## src/design/ihf_pkg.sv

```systemverilog
// shared types and constants for the hex-float to ieee double converter
package ihf_pkg;

  localparam int unsigned WORD_W = 64;
  localparam int unsigned FRAC_W = 56;
  localparam int unsigned EXP_W  = 11;
  localparam int unsigned MANT_W = 52;

  // base-2 bias less one, less four times the excess-64 offset of the source exponent
  localparam logic [EXP_W-1:0]  EXP_OFFSET = 11'd766;
  localparam logic [EXP_W-1:0]  EXP_MIN    = 11'd759;
  localparam logic [EXP_W-1:0]  EXP_MAX    = 11'd1274;
  localparam logic [WORD_W-1:0] NA_PATTERN = 64'h2E00_0000_0000_0000;

  typedef struct packed {
    logic [WORD_W-1:0] ibm_value;
    logic              last_in;
  } in_item_t;

  typedef struct packed {
    logic [WORD_W-1:0] ieee_value;
    logic              na_flag;
    logic              last_out;
  } out_item_t;

endpackage

```

## src/design/ibm_hex_float_to_ieee_double_unit.sv

```systemverilog
// top level: registered hex-float to ieee double converter
//
//  channel  | signals                        | direction | carries
//  ---------+--------------------------------+-----------+---------------------------
//  input    | in_valid, in_ready, in_data    | in        | ibm_value, last_in
//  result   | out_valid, out_ready, out_data | out       | ieee_value, na_flag, last_out
//
// one word per cycle sustained while out_ready stays high; a word passes from the input
// transfer through the input register and then the result register around the
// single conversion stage, and a stalled result can hold it between them
// synchronous active-low reset empties both registers
// a stalled result holds the pipe; the input register still fills while it
// is empty and the result waits
module ibm_hex_float_to_ieee_double_unit
  import ihf_pkg::*;
(
  input  logic      clk,
  input  logic      rst_n,
  input  logic      in_valid,
  output logic      in_ready,
  input  in_item_t  in_data,
  output logic      out_valid,
  input  logic      out_ready,
  output out_item_t out_data
);

  logic      s1_valid_r;
  logic      s1_valid_nxt;
  in_item_t  s1_data_r;
  logic      out_valid_r;
  logic      out_valid_nxt;
  out_item_t out_data_r;
  out_item_t conv_res;
  logic      s2_take;
  logic      in_xfer;

  ihf_conv u_conv (
    .item_i (s1_data_r),
    .item_o (conv_res)
  );

  assign s2_take  = !out_valid_r || out_ready;
  assign in_ready = !s1_valid_r || s2_take;
  assign in_xfer  = in_valid && in_ready;

  always_comb begin
    s1_valid_nxt  = s1_valid_r;
    out_valid_nxt = out_valid_r;
    if (s2_take) begin
      out_valid_nxt = s1_valid_r;
      s1_valid_nxt  = 1'b0;
    end
    if (in_xfer) begin
      s1_valid_nxt = 1'b1;
    end
  end

  always_ff @(posedge clk) begin
    if (!rst_n) begin
      s1_valid_r  <= 1'b0;
      out_valid_r <= 1'b0;
    end else begin
      s1_valid_r  <= s1_valid_nxt;
      out_valid_r <= out_valid_nxt;
    end
  end

  always_ff @(posedge clk) begin
    if (in_xfer) begin
      s1_data_r <= in_data;
    end
    if (s2_take && s1_valid_r) begin
      out_data_r <= conv_res;
    end
  end

  assign out_valid = out_valid_r;
  assign out_data  = out_data_r;

  // an na result always carries the fixed pattern
  a_na_pattern: assert property (@(posedge clk) disable iff (!rst_n)
    (out_valid_r && out_data_r.na_flag) |-> (out_data_r.ieee_value == NA_PATTERN))
    else $error("na result without na pattern");

  // a normal nonzero result keeps its exponent in the reachable range
  a_exp_range: assert property (@(posedge clk) disable iff (!rst_n)
    (out_valid_r && !out_data_r.na_flag && (out_data_r.ieee_value != '0)) |->
      ((out_data_r.ieee_value[62:52] >= EXP_MIN) &&
       (out_data_r.ieee_value[62:52] <= EXP_MAX)))
    else $error("result exponent out of range");

  // a held input word moves to the result register when it is free
  a_advance: assert property (@(posedge clk) disable iff (!rst_n)
    (s1_valid_r && s2_take) |=> out_valid_r)
    else $error("input word lost on advance");

  // the input register never overwrites a word that has not moved on
  a_no_overwrite: assert property (@(posedge clk) disable iff (!rst_n)
    (s1_valid_r && !s2_take) |-> !in_ready)
    else $error("input register overwrite");

endmodule

```

## src/design/ihf_conv.sv

```systemverilog
// combinational hex-float to ieee double conversion of one word
module ihf_conv
  import ihf_pkg::*;
(
  input  in_item_t  item_i,
  output out_item_t item_o
);

  logic [FRAC_W-1:0] frac;
  logic [FRAC_W-1:0] shifted;
  logic [FRAC_W-1:0] norm;
  logic              top_zero;
  logic              second_zero;
  logic [1:0]        lead;
  logic [EXP_W-1:0]  exp_field;
  logic [EXP_W-1:0]  nib_adj;

  always_comb begin
    frac        = item_i.ibm_value[FRAC_W-1:0];
    top_zero    = (frac[55:52] == 4'd0);
    second_zero = (frac[51:48] == 4'd0);
    // one nibble retry when the top nibble is empty
    shifted     = top_zero ? {frac[51:0], 4'b0000} : frac;
    nib_adj     = top_zero ? 11'd4 : 11'd0;

    casez (shifted[55:52])
      4'b1???: lead = 2'd0;
      4'b01??: lead = 2'd1;
      4'b001?: lead = 2'd2;
      default: lead = 2'd3;
    endcase

    norm      = shifted << lead;
    exp_field = {2'b00, item_i.ibm_value[62:56], 2'b00} + EXP_OFFSET
                - {9'd0, lead} - nib_adj;

    item_o.last_out = item_i.last_in;
    if (item_i.ibm_value == '0) begin
      item_o.ieee_value = '0;
      item_o.na_flag    = 1'b0;
    end else if (top_zero && second_zero) begin
      item_o.ieee_value = NA_PATTERN;
      item_o.na_flag    = 1'b1;
    end else begin
      // leading one at bit 55 becomes the hidden bit, low bits truncated
      item_o.ieee_value = {item_i.ibm_value[63], exp_field, norm[54:3]};
      item_o.na_flag    = 1'b0;
    end
  end

endmodule
```

## config.mk

```make
export PLATFORM = sky130hd
export DESIGN_NAME = ibm_hex_float_to_ieee_double_unit
export DESIGN_NICKNAME = d
export VERILOG_FILES = /design/src/design/ihf_pkg.sv /design/src/design/ibm_hex_float_to_ieee_double_unit.sv /design/src/design/ihf_conv.sv
export SDC_FILE = /design/constraint.sdc
export NUM_CORES = 1
export LEC_CHECK = 0
export BUFFER_PORTS_ARGS = -buffer_cell sky130_fd_sc_hd__buf_2
export CAP_MARGIN = 25
export CORE_MARGIN = 3
export CORE_UTILIZATION = 30
export DETAILED_ROUTE_END_ITERATION = 10
export PLACE_DENSITY = 0.45
export SETUP_SLACK_MARGIN = 0.05
export SKIP_LAST_GASP = 1
export SYNTH_ARGS = -nofsm -noshare
export SYNTH_HDL_FRONTEND = slang
export SYNTH_SLANG_ARGS = --single-unit
```

## constraint.sdc

```tcl
create_clock -name clk -period 9.3 [get_ports clk]
set_input_delay 0 -clock clk [delete_from_list [all_inputs] [get_ports clk]]
set_output_delay 0 -clock clk [all_outputs]
set_load 0.01 [all_outputs]
```

; ---- Word level (Yosys, flattened, before mapping)
; Index checks and enable logic that the tools add are counted.
[totals]
register_bits = 133
inputBits = 69
output_inout_bits = 68
word_cells = 32
[classes]
add_sub_neg = 3
n_eq_ne = 2
n_shift = 1
muxes = 6
reduce_logical = 12
[ops]
columns = operator, count
row1 = $logic_not A64 Y1, 1
row2 = $mux W63, 1
row3 = $mux W56, 1
row4 = $shl A56 B2 Y55, 1
row5 = $add A9 B10 Y11 const B, 1
row6 = $sub A11 B2 Y11, 1
row7 = $sub A11 B3 Y11, 1
row8 = $logic_not A4 Y1, 2
row9 = $pmux W2 S3, 1
row10 = $eq A3 B1 Y1 const B, 1
row11 = $logic_and A1 B1 Y1, 3
row12 = $mux W3, 1
row13 = $eq A2 B1 Y1 const B, 1
row14 = $logic_not A1 Y1, 2
row15 = $logic_or A1 B1 Y1, 2
row16 = $mux W1, 2
row17 = $reduce_bool A2 Y1, 1
row18 = $reduce_or A2 Y1, 1

; ---- Depth between registers and ports, before layout
; Gate-level depths: netlist of the first run.
[logic_depth]
ltp_word = 7
mapped_depth = 14
mapped_depth_nobuf = 13

; ---- Hierarchy
; From an unflattened synthesis of the first run, not the netlist that was laid out.
[hier_totals]
hier_cells = 615
area_unflattened_um2 = 7099.3
[modules_own_cells]
columns = mod, instances, cells_per_inst, area_each_um2, seq_area_each_um2
row1 = ibm_hex_float_to_ieee_double_unit, 1, 140, 4037.6, 3973.8
row2 = ihf_conv, 1, 475, 3061.7, 0.0

; ---- Least setup slack after synthesis of the first run
; Ideal clock, no wire load.
[synth_timing]
path_type = register to register
from = register out_valid_r (netlist: out_valid)
to = register out_data_r, in the netlist out_data[0], enable pin
setup_time_ps = 498
arrival_ps = 3439
path_slack_ps = 5363
path_stages_with_launch = 3
n_path_buf = 0
synth_period_minus_slack_ps = 3937
cell_sequence = dfxtp_1 -> nor2b_1 -> nor2b_1
[synth_via]
elab_chain_cells = 3
[synth_rtl]
columns = element, line_no
row1 = start: declaration, ibm_hex_float_to_ieee_double_unit.sv:30  ; logic out_valid_r;
row2 = start signal: assignment, ibm_hex_float_to_ieee_double_unit.sv:64  ; out_valid_r <= out_valid_nxt;
row3 = $logic_not A1 Y1, ibm_hex_float_to_ieee_double_unit.sv:42  ; assign s2_take = !out_valid_r || out_ready;
row4 = $logic_or A1 B1 Y1, ibm_hex_float_to_ieee_double_unit.sv:42
row5 = $logic_and A1 B1 Y1, ibm_hex_float_to_ieee_double_unit.sv:72  ; if (s2_take && s1_valid_r) begin
row6 = end signal: assignment, ibm_hex_float_to_ieee_double_unit.sv:73  ; out_data_r <= conv_res;
row7 = end: declaration, ibm_hex_float_to_ieee_double_unit.sv:32  ; out_item_t out_data_r;
; Every way passes these cells.
; A chain may end at the register's enable or synchronous reset.

; ---- Worst setup path in the final report of the first run
[layout_timing]
from = register s1_data_r[55] (netlist bit)
to = register out_data_r, in the netlist out_data[64] (data pin)
[layout_via]
elab_chain_cells = 6
word_cells_on_any_way = 11
[layout_rtl]
columns = element, line_no
row1 = start: declaration, ibm_hex_float_to_ieee_double_unit.sv:29  ; in_item_t s1_data_r;
row2 = start signal: assignment, ibm_hex_float_to_ieee_double_unit.sv:70  ; s1_data_r <= in_data;
row3 = $logic_not A4 Y1, ihf_conv.sv:20  ; top_zero = (frac[55:52] == 4'd0);
row4 = $mux W56, ihf_conv.sv:23  ; shifted = top_zero ? {frac[51:0], 4'b0000} : frac;
row5 = $eq A3 B1 Y1 / $eq A2 B1 Y1 (equally long branches), ihf_conv.sv:26  ; casez (shifted[55:52])
row6 = $pmux W2 S3, ihf_conv.sv:26
row7 = $sub A11 B2 Y11, ihf_conv.sv:35  ; - {9'd0, lead} - nib_adj;
row8 = $sub A11 B3 Y11, ihf_conv.sv:35
; Parallel ways exist; a longest one is shown, timed or not.

==> results of run 1 <==
repair_timing:
item	4_1_cts	5_1_grt
hold buffers	69	0
setup buffers	0	0
setup endpoints to repair	0	0
hold endpoints to repair	67	0
final timing paths:
| kind | start | slack (ns) | cells past startpoint | endpoint |
|---|---|---|---|---|
| worst max-delay path | s1_data_r[55] | 5.50 | 13 | out_data[64] |
| worst min register to register | s1_data_r[0] | 0.44 | 0 | out_data[0] |
| worst max register to register | s1_data_r[55] | 5.50 | 13 | out_data[64] |
| worst min-delay path | in_data[63] | 0.28 | 2 | s1_data_r[63] |
kinds of logic after synthesis:
group / count (synthesis) / synth area share
fa+ha+maj: 14 / 0.02828
mux: 98 / 0.1522
compound gates: 81 / 0.09859
simple gates: 58 / 0.05229
flops: 133 / 0.6151
buf+inv: 36 / 0.04803
xor+xnor: 4 / 0.005424
synthesized netlist by cell type, types with 7 or more instances:
cell type | number | area share
nand2_1 | 8 | 0.0046
and2_1 | 7 | 0.0068
ha_1 | 13 | 0.025
buf_6 | 11 | 0.019
inv_1 | 10 | 0.0058
o21ai_0 | 8 | 0.0062
mux2i_1 | 96 | 0.15
nor4_1 | 15 | 0.015
a21oi_1 | 10 | 0.0077
edfxtp_1 | 131 | 0.61
nor2_1 | 9 | 0.0052
a22o_1 | 45 | 0.061
cells in the final DEF (no fill, tap or decap), types with 2 or more instances in the layout:
master | Yosys | layout
dlygate4sd3_1 | 0 | 69
a21oi_1 | 10 | 10
nor2_4 | 1 | 2
mux2_2 | 2 | 2
inv_4 | 2 | 2
nand3_1 | 3 | 3
o21ai_0 | 8 | 8
inv_1 | 10 | 10
a22o_1 | 45 | 45
clkbuf_1 | 2 | 4
buf_2 | 5 | 136
clkinv_2 | 0 | 4
nand2_1 | 8 | 8
edfxtp_1 | 131 | 131
nand4_1 | 3 | 3
and2_1 | 7 | 6
dfxtp_1 | 2 | 2
bufinv_16 | 0 | 2
xnor2_1 | 3 | 3
nor2_1 | 9 | 9
nor4_1 | 15 | 15
mux2i_1 | 96 | 96
clkbuf_16 | 0 | 17
o2bb2ai_1 | 3 | 3
a31oi_1 | 2 | 2
buf_4 | 0 | 3
clkinvlp_4 | 0 | 2
ha_1 | 13 | 13
clkbuf_8 | 0 | 2
nor2b_1 | 4 | 3
power by group through the flow:
stage | registers [mW] | clock network, mW | logic [mW]
final | 0.734 | 0.653 | 0.208
after global routing | 0.738 | 0.696 | 0.230
after CTS | 0.734 | 0.672 | 0.211
after detailed placement | 0.746 | 0 | 0.187
after global placement | 0.746 | 0 | 0.186
after floorplan | 0.749 | 0 | 0.123
routing by layer:
layer	vias up	routed length [µm]	share of wire	track usage
li1	2102	-	-	-
met1	2140	7223	0.44	0.1756
met2	122	8027	0.49	0.2346
met3	19	653	0.040	0.03607
met4	0	341	0.021	0.05134
met5	-	0	0	0
metrics by stage:
stage	util	cells	setup slack, ns	hold WS (ns)
2_1_floorplan	-	424	5.363	0.09887
3_3_place_gp	0.3449	815	5.593	0.1782
3_5_place_dp	0.3449	815	5.466	0.1781
4_1_cts	0.4048	916	5.454	0.2577
5_1_grt	0.4057	917	5.250	0.2667
6_report	0.4057	917	5.503	0.2778
sequential cells by signal (all words and copies together), names as in the netlist:
register and flops:
out_data 66, out_valid 1, s1_data_r 65, s1_valid_r 1
final cells by class:
type	instances	area [µm²]
Timing Repair Buffer	209	1414
Multi-Input combinational cell	255	2198
Sequential cell	133	3974
Clock buffer	23	467.9
Fill cell	2051	12530
Inverter	13	53.80
Tap cell	275	344.1
Clock inverter	9	103.9
==> metrics, run 1 <==
sw power roughly 0.38 mW; PortBufs 136; total grt overflow 0; Max-Cap Viols 0; CTS tree done; I/O Pins approximately 140; Flop pwr share 0.460; Die Y approximately 150 µm; status complete, no violations; TritonCTS buffer count 17; vias per cell 4.780; ys flop type edfxtp_1; ant diodes 0; TNS Setup 0 ns; Core ar. approximately 21,000 µm²; Synth async-reset ratio 0; Slew headroom 0.4113; WL/cell 17.72 µm; Seq/Total Area, Yosys 0.6151; Crit Path Max Fanout 52; Via Count ~4,400; cts repair resizes 0; layout cell share with drive strength beyond 1 0.2866; Post-synth EDFFs ~130; crit-path cells nor2_2 -> nand2_4 -> inv_4 -> ha_1 -> inv_1 -> ha_1 -> ha_1 -> fa_1 -> a211o_1 -> a31oi_1 -> o21bai_1 -> a21oi_1 -> nor2_1; Final Setup Violations 0; first-pass GRT wire length around 26,000 µm; Power Density around 190 nW/µm²; Final #Nets about 710; clock share of power 0.409; area delta synth->final 32.44%; Distinct cells, synth 48; fmax 263.4 MHz; die area 23,330 µm²; DRC Markers 0; Syn Area/Cell approximately 15 µm²; Yosys reg bits between 100 and 150; combinational fraction of design power 0.130; remaining antenna violation count after routing 0; CP peak stage delay between 0.5 and 0.6 ns; Top delay family on crit path adder cells; clock buffer depth 2; WP buf/inv 2; Gate Count Post-Synth 424; mapped cell area roughly 6500 µm²; Worst EP arrival 3.97 ns; Setup CP Type flop to flop; Final GP Congestion around 0.83; Slew @ Worst Pin around 0.9 ns; post-DP HPWL 11,240 µm; DRT iter0 DRCs between 200 and 250; row cnt 53; Ys Warns 0; Crit-path slowest cell inv_4; Initial Utilization 0.3063; number of global-route vias before repair around 4,600; clock sink total between 100 and 150; clock transition at the registers of the reported paths approximately 0.06 ns; Pint 1.220 mW; drt total wl ~16,000 µm; fin area 8556 µm²; Die W between 150 and 200 µm; initial antenna violation count 0; drt pass-1 iters 4; Final Total Pwr approximately 1.6 mW; WP data required 9.48 ns; largest net degree at the start of global routing 67; clk_lat worst skew approximately 0.42 ns; dpl cell area a little over 7000 µm²; htree depth 4; fin crit share 0.4083; Final Max Slew Viols 0; worst vdd ir 0.00009332 V; Net Sw Frac 0.2354; syn nets about 500; CP endpoint kind flop; clock tree root buffer cell clkbuf_16; min cycle time layout roughly 3.8 ns; Hold Path Class input pin to flop; Leak Pwr around 3.4 nW; Tot GR Track Use 0.1402; final hold vios 0; CP startpoint kind flop; cell mode on critical path ha_1; RSZ-0062 raised after global routing false; Worst Skew roughly 0.0095 ns
(Power assumes the default switching activity.)
==> run 2, diff against run 1 <==
clock period = 3.9 ns   (was 9.3 ns; I/O delays follow)
==> run 2 against run 1 <==
Clock skew rose by 0.0053 ns. Sequential power is 140% higher. Clock-buffer cell count is 3 lower. First-iteration DRC count down 19%. Combinational power increased by 140%. Register-to-register slack worse by 4.8 ns. Critical path depth fell by 2. Die area unchanged. Non-clock buffer count increased by 2. Worst setup slack lost 4.8 ns. Critical endpoint unchanged. Largest power group unchanged. Highest routed layer unchanged.
==> metrics, run 2 (same netlist as run 1, synthesis figures left out) <==
clock buffer depth 2 (unchanged); hold depth 2 (unchanged); fmax 310.6 MHz (was 263.4 MHz); clock sink total 133 (unchanged); Die Y 152.7 µm (unchanged); Max-Cap Viols 0 (unchanged); PortBufs 136 (unchanged); cts repair resizes 0 (unchanged); CP startpoint kind flop (unchanged); Final #Nets 714 (was 712); drt total wl 15,730 µm (was 16,250 µm); Final Total Pwr 3.807 mW (was 1.595 mW); min cycle time layout 3.220 ns (was 3.797 ns); fin crit share 0.8255 (was 0.4083); Crit Reg-Reg Startpoint s1_data_r[55] (unchanged); Crit Path Max Fanout 8 (was 52); Leak Pwr 3.408 nW (was 3.388 nW); status complete, no violations (unchanged); clock share of power 0.411 (was 0.409); layout cell share with drive strength beyond 1 0.2935 (was 0.2866); Tot GR Track Use 0.1359 (was 0.1402); hold path startpoint in_data[62] (was in_data[63]); Net Sw Frac 0.2350 (was 0.2354); Hold Path Class input pin to flop (unchanged); commonest non-fill, non-tap cell in the layout buf_2 (unchanged); WL/cell 17.12 µm (was 17.72 µm); CP endpoint kind flop (unchanged); Final Setup Violations 0 (unchanged); die area 23,330 µm² (unchanged); largest net degree at the start of global routing 53 (was 67); Worst Skew 0.01479 ns (was 0.009478 ns); first-pass GRT wire length 24,860 µm (was 25,560 µm); worst vdd ir 0.0002241 V (was 0.00009332 V); Final GP Congestion 0.8219 (was 0.8269); Power Density 442.8 nW/µm² (was 186.5 nW/µm²); Via Count 4,274 (was 4,383); combinational fraction of design power 0.130 (about the same); Final Max Slew Viols 0 (unchanged); Crit Reg-Reg Endpoint out_data[64] (unchanged); clock transition at the registers of the reported paths 0.06 ns (about the same); remaining antenna violation count after routing 0 (unchanged); worst hold slack 0.2830 ns (was 0.2778 ns); total grt overflow 0 (unchanged); CTS tree done (unchanged); RSZ-0062 raised after global routing false (unchanged); TritonCTS buffer count 17 (unchanged); htree depth 4 (unchanged); Placed Cells 818 (was 815); TNS Setup 0 ns (unchanged); reg2reg path depth 11 (was 13); Die W 152.7 µm (unchanged); drt pass-1 iters 4 (unchanged); clock tree root buffer cell clkbuf_16 (unchanged); post-DP HPWL 11,350 µm (was 11,240 µm); final hold vios 0 (unchanged); Setup CP Type flop to flop (unchanged); Core ar. 21,090 µm² (unchanged); Reg2Reg Setup Slack 0.68 ns (was 5.50 ns); ant diodes 0 (unchanged); area delta synth->final 33.08% (was 32.44%); I/O Pins 137 (unchanged); fin cells 919 (was 917); row cnt 53 (unchanged); DRT iter0 DRCs 195 (was 241); fin area 8597 µm² (was 8556 µm²); WP data required 4.07 ns (was 9.48 ns); initial antenna violation count 0 (unchanged); clk_lat worst skew 0.42 ns (about the same); Flop pwr share 0.459 (was 0.460); most frequent cells in the layout 136 x buf_2, 131 x edfxtp_1, 96 x mux2i_1 (unchanged); sw power 0.8947 mW (was 0.3755 mW); Worst Hold End s1_data_r[62] (was s1_data_r[63]); vias per cell 4.651 (was 4.780); number of flip-flops in the largest register 66 (unchanged); Pint 2.912 mW (was 1.220 mW); Initial Utilization 0.3063 (unchanged); dpl cell area 7321 µm² (was 7273 µm²); number of global-route vias before repair 4,603 (was 4,568); DRC Markers 0 (unchanged); Slew @ Worst Pin 0.9141 ns (was 0.8831 ns); Worst EP arrival 3.39 ns (was 3.97 ns); Slew headroom 0.3850 (was 0.4113)
run 2: cell count changes in the layout (fill, tap and decap cells not counted), sizes merged:
cell / before / now
buf: 140 / 142
clkbuf: 23 / 20
clkinv: 5 / 6
clkinvlp: 2 / 3
inv: 13 / 14
run 2: metrics by stage:
stage                       util  setup WS (ns)
after global placement    0.3472         0.8356
after global routing      0.4077         0.4493
after floorplan                -         0.7955
after detailed placement  0.3472         0.7189
after CTS                 0.4077         0.7024
final                     0.4077         0.6804
run 2: worst max-delay path by stage:
stage / start / end / slack [ns] / depth (start not counted)
finish: s1_data_r[55] / out_data[64] / 0.68 / 11
global route: s1_data_r[55] / out_data[64] / 0.45 / 11
CTS: s1_data_r[55] / out_data[64] / 0.70 / 11
detailed placement: s1_data_r[55] / out_data[64] / 0.72 / 11
global placement: s1_data_r[55] / out_data[64] / 0.84 / 11
floorplan: s1_data_r[55] / out_data[64] / 0.80 / 14
run 2: worst max-delay path, cell delays in order (launching register included):
cell      delay [ns]
edfxtp_1        0.54
nor2_2          0.27
and2_1          0.39
inv_4           0.05
ha_1            0.29
ha_1            0.22
fa_1            0.42
a211o_1         0.30
a31oi_1         0.18
o21bai_1        0.11
a21oi_1         0.16
nor2_1          0.06
run 2: repair_timing:
item	in CTS	in global routing
hold buffers	69	0
hold endpoints to repair	67	0
setup buffers	0	0
run 2: area by class of cell:
class                   instances  area, µm²
multi-input cells             255       2198
fillers                      1991      12490
clock inverters                12      128.9
repair buffers                211       1441
well taps                     275      344.1
clock buffers                  20      456.7
inverters                      13      53.80
flip-flops and latches        133       3974
run 2: metal layers:
| layer | GRT usage | vias up | part of all wire |
|---|---|---|---|
| met5 | 0 | - | 0 |
| met4 | 0.04540 | 0 | 0.018 |
| met3 | 0.03607 | 17 | 0.039 |
| met2 | 0.2251 | 110 | 0.48 |
| met1 | 0.1734 | 2042 | 0.46 |
| li1 | - | 2105 | - |
run 2: power groups by stage:
| stage | clock network (mW) | registers (mW) | logic [mW] |
|---|---|---|---|
| floorplan | 0 | 1.78 | 0.295 |
| global placement | 0 | 1.77 | 0.451 |
| detailed placement | 0 | 1.78 | 0.451 |
| CTS | 1.61 | 1.75 | 0.507 |
| global route | 1.66 | 1.76 | 0.551 |
| finish | 1.56 | 1.75 | 0.497 |
